### src/rtl/core/spq_pkg.sv
// ----------------------------------------------------------------------------
// spq_pkg
// Shared types and constants for the sorted priority queue.
// ----------------------------------------------------------------------------
package spq_pkg;

    localparam int DEFAULT_CAPACITY = 16;
    localparam int DATA_W           = 32;
    localparam int OCC_W            = 5;

    typedef enum logic [1:0] {
        MODE_ENQ  = 2'd0,
        MODE_DEQ  = 2'd1,
        MODE_PEEK = 2'd2,
        MODE_NOP  = 2'd3
    } spq_mode_t;

    typedef enum logic [1:0] {
        STAT_OK    = 2'd0,
        STAT_EMPTY = 2'd1,
        STAT_FULL  = 2'd2
    } spq_status_t;

    localparam logic signed [DATA_W-1:0] EMPTY_VALUE = -32'sd1;

    typedef struct packed {
        logic signed [DATA_W-1:0] value;
        logic signed [DATA_W-1:0] prio;
    } spq_entry_t;

    // Broadcast to every cell in the chain
    typedef struct packed {
        logic enq;
        logic deq;
    } spq_ctrl_t;

endpackage

### src/rtl/core/sorted_priority_queue.sv
// ----------------------------------------------------------------------------
// sorted_priority_queue
// Bounded priority queue held as a sorted chain of slots, head first.
// ----------------------------------------------------------------------------
// Usage:
//   Input channel (in_valid / in_stall) carries mode, item_value and
//   item_priority. Output channel (out_valid / out_stall) returns one
//   transaction per input: out_value, status and occupancy.
//   Enqueue inserts behind all entries of equal or higher priority, so equal
//   priorities leave in arrival order. Dequeue pops the head, peek reads it.
//   Empty dequeue/peek gives status empty and value -1; enqueue on a full
//   queue is dropped with status full.
//   Latency: the result is registered at the accepting edge and is valid in
//   the following cycle.
//   Throughput: one operation per cycle; every slot compares its priority
//   against the incoming one in parallel and the chain shifts in one step.
//   Stall: while a result waits with out_stall high, in_stall is raised and
//   no new operation is taken; nothing is lost.
//   Reset: rst_n clears the entry count and the output valid flag; slot
//   contents are not cleared, only slots below the count are ever read.
// ----------------------------------------------------------------------------
module sorted_priority_queue #(
    parameter int CAPACITY = spq_pkg::DEFAULT_CAPACITY
) (
    input  logic                                clk,
    input  logic                                rst_n,
    input  logic                                in_valid,
    output logic                                in_stall,
    input  logic [1:0]                          mode,
    input  logic signed [spq_pkg::DATA_W-1:0]   item_value,
    input  logic signed [spq_pkg::DATA_W-1:0]   item_priority,
    output logic                                out_valid,
    input  logic                                out_stall,
    output logic signed [spq_pkg::DATA_W-1:0]   out_value,
    output logic [1:0]                          status,
    output logic [spq_pkg::OCC_W-1:0]           occupancy
);
    import spq_pkg::*;

    localparam int CNT_W = $clog2(CAPACITY + 1);

    logic [CNT_W-1:0]   count_reg;
    logic [CNT_W-1:0]   count_next;
    logic               out_valid_reg;
    logic signed [DATA_W-1:0] out_value_reg;
    logic signed [DATA_W-1:0] out_value_next;
    spq_status_t        status_reg;
    spq_status_t        status_next;
    logic [OCC_W-1:0]   occupancy_reg;

    logic               accept;
    logic               full;
    logic               empty;
    spq_mode_t          op;
    spq_ctrl_t          ctrl;
    spq_entry_t         new_entry;
    spq_entry_t         cell_entry [CAPACITY];
    logic               cell_stay  [CAPACITY];

    assign in_stall  = out_valid_reg && out_stall;
    assign accept    = in_valid && !in_stall;
    assign op        = spq_mode_t'(mode);
    assign full      = (count_reg == CNT_W'(CAPACITY));
    assign empty     = (count_reg == '0);
    assign new_entry = '{value: item_value, prio: item_priority};

    assign ctrl.enq = accept && (op == MODE_ENQ) && !full;
    assign ctrl.deq = accept && (op == MODE_DEQ) && !empty;

    genvar gi;
    generate
        for (gi = 0; gi < CAPACITY; gi++)
        begin : g_cell
            spq_cell u_cell (
                .clk        (clk),
                .ctrl       (ctrl),
                .occupied   (count_reg > CNT_W'(gi)),
                .prev_stay  ((gi == 0) ? 1'b1 : cell_stay[(gi == 0) ? 0 : gi - 1]),
                .new_entry  (new_entry),
                .prev_entry ((gi == 0) ? new_entry : cell_entry[(gi == 0) ? 0 : gi - 1]),
                .next_entry ((gi == CAPACITY - 1) ? new_entry
                                : cell_entry[(gi == CAPACITY - 1) ? gi : gi + 1]),
                .entry      (cell_entry[gi]),
                .stay       (cell_stay[gi])
            );
        end
    endgenerate

    always_comb
    begin
        count_next     = count_reg;
        out_value_next = '0;
        status_next    = STAT_OK;
        case (op)
            MODE_ENQ:
            begin
                if (full)
                    status_next = STAT_FULL;
                else
                    count_next = count_reg + 1'b1;
            end
            MODE_DEQ, MODE_PEEK:
            begin
                if (empty)
                begin
                    out_value_next = EMPTY_VALUE;
                    status_next    = STAT_EMPTY;
                end
                else
                begin
                    out_value_next = cell_entry[0].value;
                    if (op == MODE_DEQ)
                        count_next = count_reg - 1'b1;
                end
            end
            default:
            begin
                count_next = count_reg;
            end
        endcase
    end

    always_ff @(posedge clk or negedge rst_n)
    begin
        if (!rst_n)
        begin
            count_reg     <= '0;
            out_valid_reg <= 1'b0;
        end
        else
        begin
            if (accept)
            begin
                count_reg     <= count_next;
                out_valid_reg <= 1'b1;
            end
            else if (!out_stall)
            begin
                out_valid_reg <= 1'b0;
            end
        end
    end

    always_ff @(posedge clk)
    begin
        if (accept)
        begin
            out_value_reg <= out_value_next;
            status_reg    <= status_next;
            occupancy_reg <= OCC_W'(count_next);
        end
    end

    assign out_valid = out_valid_reg;
    assign out_value = out_value_reg;
    assign status    = status_reg;
    assign occupancy = occupancy_reg;

    // ------------------------------------------------------------------------
    // Assertions
    // ------------------------------------------------------------------------
    a_count_bound: assert property (@(posedge clk) disable iff (!rst_n)
        count_reg <= CNT_W'(CAPACITY))
        else $error("entry count above capacity");

    a_deq_count: assert property (@(posedge clk) disable iff (!rst_n)
        ctrl.deq |=> count_reg == $past(count_reg) - 1'b1)
        else $error("dequeue did not decrement count");

    a_enq_full: assert property (@(posedge clk) disable iff (!rst_n)
        accept && (op == MODE_ENQ) && full
            |=> status_reg == STAT_FULL && count_reg == $past(count_reg))
        else $error("full enqueue not dropped");

    a_empty_value: assert property (@(posedge clk) disable iff (!rst_n)
        out_valid_reg && (status_reg == STAT_EMPTY) |-> out_value_reg == EMPTY_VALUE)
        else $error("empty result without -1 value");

    a_head_sorted: assert property (@(posedge clk) disable iff (!rst_n)
        count_reg >= CNT_W'(2) |-> !(cell_entry[0].prio < cell_entry[1].prio))
        else $error("head slots out of order");

endmodule

### src/rtl/core/spq_cell.sv
// ----------------------------------------------------------------------------
// spq_cell
// One slot of the sorted chain: holds an entry, shifts toward the tail on
// insert, toward the head on removal.
// ----------------------------------------------------------------------------
module spq_cell (
    input  logic                clk,
    input  spq_pkg::spq_ctrl_t  ctrl,
    input  logic                occupied,
    input  logic                prev_stay,
    input  spq_pkg::spq_entry_t new_entry,
    input  spq_pkg::spq_entry_t prev_entry,
    input  spq_pkg::spq_entry_t next_entry,
    output spq_pkg::spq_entry_t entry,
    output logic                stay
);
    import spq_pkg::*;

    spq_entry_t entry_reg;
    spq_entry_t entry_next;

    // Entry keeps its slot when it ranks at or above the incoming one
    assign stay = occupied && !(entry_reg.prio < new_entry.prio);

    always_comb
    begin
        entry_next = entry_reg;
        if (ctrl.enq && !stay)
        begin
            // first slot that gives way takes the new entry
            entry_next = prev_stay ? new_entry : prev_entry;
        end
        else if (ctrl.deq)
        begin
            entry_next = next_entry;
        end
    end

    always_ff @(posedge clk)
    begin
        entry_reg <= entry_next;
    end

    assign entry = entry_reg;

endmodule

### config.mk
export PLATFORM = sky130hd
export DESIGN_NAME = sorted_priority_queue
export DESIGN_NICKNAME = d
export VERILOG_FILES = /design/src/rtl/core/spq_pkg.sv /design/src/rtl/core/sorted_priority_queue.sv /design/src/rtl/core/spq_cell.sv
export SDC_FILE = /design/constraint.sdc
export NUM_CORES = 2
export LEC_CHECK = 0
export ABC_AREA = 0
export BUFFER_PORTS_ARGS = -buffer_cell sky130_fd_sc_hd__buf_2
export CAP_MARGIN = 10
export CORE_MARGIN = 2
export CORE_UTILIZATION = 50
export CTS_CLUSTER_DIAMETER = 50
export DETAILED_ROUTE_END_ITERATION = 16
export PLACE_DENSITY_LB_ADDON = 0.3
export SLEW_MARGIN = 40
export SYNTH_ARGS = -nofsm -noshare
export SYNTH_HDL_FRONTEND = slang
export SYNTH_SLANG_ARGS = --single-unit
### constraint.sdc
create_clock -name clk -period 14.99 [get_ports clk]
set_input_delay 0.7495 -clock clk [delete_from_list [all_inputs] [get_ports clk]]
set_output_delay 0.7495 -clock clk [all_outputs]
set_load 0.03 [all_outputs]
==> results_dict.tcl <==
set metrics [dict create \
    outcome "finished, final reports clean" \
    num-fill-cells 10800 \
    yosysUniqueCellTypes 65 \
    largest_register_ffs 1024 \
    drive_gt1_share_pct 8.67 \
    drtAntennaViolNets 0 \
    pwr-share-clk_pct 32.5 \
    path_buf_inv 3 \
    htree_levels 4 \
    post_cts_buffers 0 \
    synth_ff_type "edfxtp_1" \
    cts-root-buf "clkbuf_16" \
    syn_to_final_growth_pct 10.5 \
    drtPass1Iterations 6 \
    fin_crit_sh_pct 38.2 \
    internal-power_mw 6.79 \
    netlist_instances 5976 \
    power.switching_mw 3.69 \
    yosysTopAreaCellShare_pct 49.8 \
    totalWireLength_mm 210 \
    grt_pass1_wl_mm 311 \
    slowest_delay_ns 0.76 \
    worstPathCellList "buf_2 -> clkinv_1 -> ha_1 -> nand2_1 -> nor4_2 -> nand2_1 -> o41ai_2 -> nor3_1 -> o21ai_4 -> nand2_4 -> nand2_4 -> buf_4" \
    final_nets 6481 \
    clk_path_buf_depth 3 \
    power_frac_comb_pct 29.0 \
    worst_pin_slew_ns 1.07 \
    crit_type "input port to flip-flop" \
    required_ns 15.41 \
    num_rows 131 \
    antenna_found_initial 6 \
    fmax_mhz 175 \
    gr-usage-all-layers_pct 31.6 \
    tns_ns 0 \
    gp_congestion 0.974 \
    crit_path_top_delay_cell "clkinv_1" \
    pin_count 111 \
    sw_frac_of_total_pct 35.2 \
    ys_top_cells_by_area "edfxtp_1 (50%), mux2i_1 (11%), ha_1 (9.8%), a21oi_1 (6.9%), nand2_1 (3.8%)" \
    fin_crit_ns 5.73 \
    yosys-top-cells-count "edfxtp_1 (1063), a21oi_1 (882), mux2i_1 (736)" \
    dieArea_sq_um 131000 \
    numCtsBuffers 141 \
    cts_tree "built" \
    p_per_area_nw_per_um2 148 \
    setup_viol 0 \
    vias 49800 \
    synth_most_common_cell "edfxtp_1" \
    dieWidth_microns 362 \
    crit_family "simple AND/OR/NAND/NOR gates" \
    p_seq_share_pct 38.5 \
    netlist_area_sq_um 64100 \
    startpoint_type "input port" \
    synth-edff-count 1063 \
    first_iter_violations 6022 \
    slew_violations 0 \
    yosys_warnings 0 \
    grt-ovfl-total 0 \
    hpwlAfterDp_mm 135 \
    crit_fanout 35 \
    portBuffers 110 \
    synth_nets 6550 \
    wl_per_cell_microns 27.3 \
    hp-class "input port to flip-flop" \
    power_mw 10.5 \
    rsz0062_at_grt "false" \
    synth_seq_area_share_pct 50.0 \
    ys_ff_latch 1069 \
    remaining_drc_errors 0 \
    synthArstFlopShare_pct 0.561 \
    insertion_delay_ns 0.80 \
    syn-mean-instance-area_sq_um 10.7 \
    maxCapViolations 0 \
    arrival_ns 6.15 \
    clkTransAtPathRegs_ns 0.06 \
    p_leak_nw 28.9 \
    multiInputGateArea_sq_um 30300 \
    grt_pass1_vias 48300 \
    skew_ns 0.0402 \
    cts.sinks 1069 \
    ir_drop_mv 0.147 \
    die_h_microns 362 \
    synth_top_cell_by_area "edfxtp_1" \
    register_area_sq_um 32100 \
    viasPerCell 6.48 \
    grt_max_degree 89 \
    end_kind "flip-flop" \
    hold_viol_final 0 \
    core-area_sq_um 127000 \
    slew_headroom_pct 28.3 \
    start_util_pct 50.4 \
]
-- cell usage in the layout (no fill, tap or decap), drive strengths merged, types with 8 or more instances in the layout --
cell type / Yosys / layout
edfxtp: 1063 / 1063
a21oi: 882 / 882
mux2i: 736 / 736
nand2: 654 / 654
nor2: 555 / 555
ha: 504 / 504
o21ai: 471 / 471
buf: 193 / 204
clkbuf: 224 / 161
mux2: 131 / 131
a31oi: 74 / 74
nand4: 73 / 73
clkinv: 0 / 65
inv: 51 / 59
nand3: 54 / 54
o21a: 47 / 47
a21o: 36 / 36
a211oi: 26 / 26
nor3: 24 / 24
nand2b: 23 / 23
o211ai: 15 / 15
a211o: 15 / 15
nor4: 14 / 14
bufinv: 0 / 12
a221oi: 11 / 11
nor2b: 11 / 11
clkinvlp: 0 / 11
and2: 11 / 11
and4: 8 / 8
-- power groups by stage --
| stage | combinational, mW | sequential (mW) | clock (mW) |
|---|---|---|---|
| 2_1_floorplan | 2.04 | 4.03 | 0 |
| 3_3_place_gp | 2.87 | 4.08 | 0 |
| 3_5_place_dp | 2.96 | 4.08 | 0 |
| 4_1_cts | 2.97 | 4.03 | 3.44 |
| 5_1_grt | 3.24 | 4.06 | 3.55 |
| 6_report | 3.04 | 4.03 | 3.41 |
-- layout make-up --
cell class / count / area share, %
flip-flops and latches: 1069 / 45.3
multi-input cells: 4439 / 42.8
clock buffers: 161 / 5.09
well taps: 1662 / 2.94
repair buffers: 205 / 2.14
clock inverters: 96 / 1.48
inverters: 51 / 0.270
diodes: 1 / 0.00353
-- worst paths after layout --
kind	start	endpoint	slack (ns)	depth (start not counted)
setup / recovery	item_priority[20]	g_cell[0].u_cell.entry[9]	9.26	12
hold reg to reg	g_cell[15].u_cell.entry[58]	g_cell[14].u_cell.entry[58]	0.53	2
hold / removal	in_valid	out_valid	0.16	2
min in group asynchronous	rst_n	out_valid	0.38	2
max in group asynchronous	rst_n	count_reg[1]	14.38	2
setup reg to reg	g_cell[0].u_cell.entry[31]	g_cell[0].u_cell.entry[9]	9.71	10
-- what timing repair did --
action                                  CTS  global route
endpoints found under the hold margin     6             0
hold buffers                              1             0
endpoints found under the setup margin    0             0
resized for setup                         0             0
-- per-stage QoR --
step                cells  util, %  hold WS, ns  setup slack, ns  cell area, sq um
global placement     7411     51.7        0.497             7.95             65800
CTS                  7681     55.6        0.119             9.49             70800
global route         7683     55.6        0.144             9.14             70800
finish               7684     55.6        0.160             9.26             70800
detailed placement   7423     51.9        0.520             8.66             66100
floorplan            5976        -        0.454             7.06             64100
-- metal layers --
metal / wire length (microns) / vias up / track usage, %
li1: - / 22200 / -
met1: 86100 / 24500 / 42.7
met2: 92300 / 2511 / 48.6
met3: 20200 / 503 / 6.17
met4: 10900 / 4 / 15.4
met5: 29 / - / 0
-- cell families after synthesis --
| group | synth area share (%) |
|---|---|
| flops | 50.0 |
| simple gates | 9.34 |
| compound gates | 13.7 |
| mux | 13.8 |
| fa+ha+maj | 9.83 |
| buf+inv | 3.31 |
(Power assumes the default switching activity.)
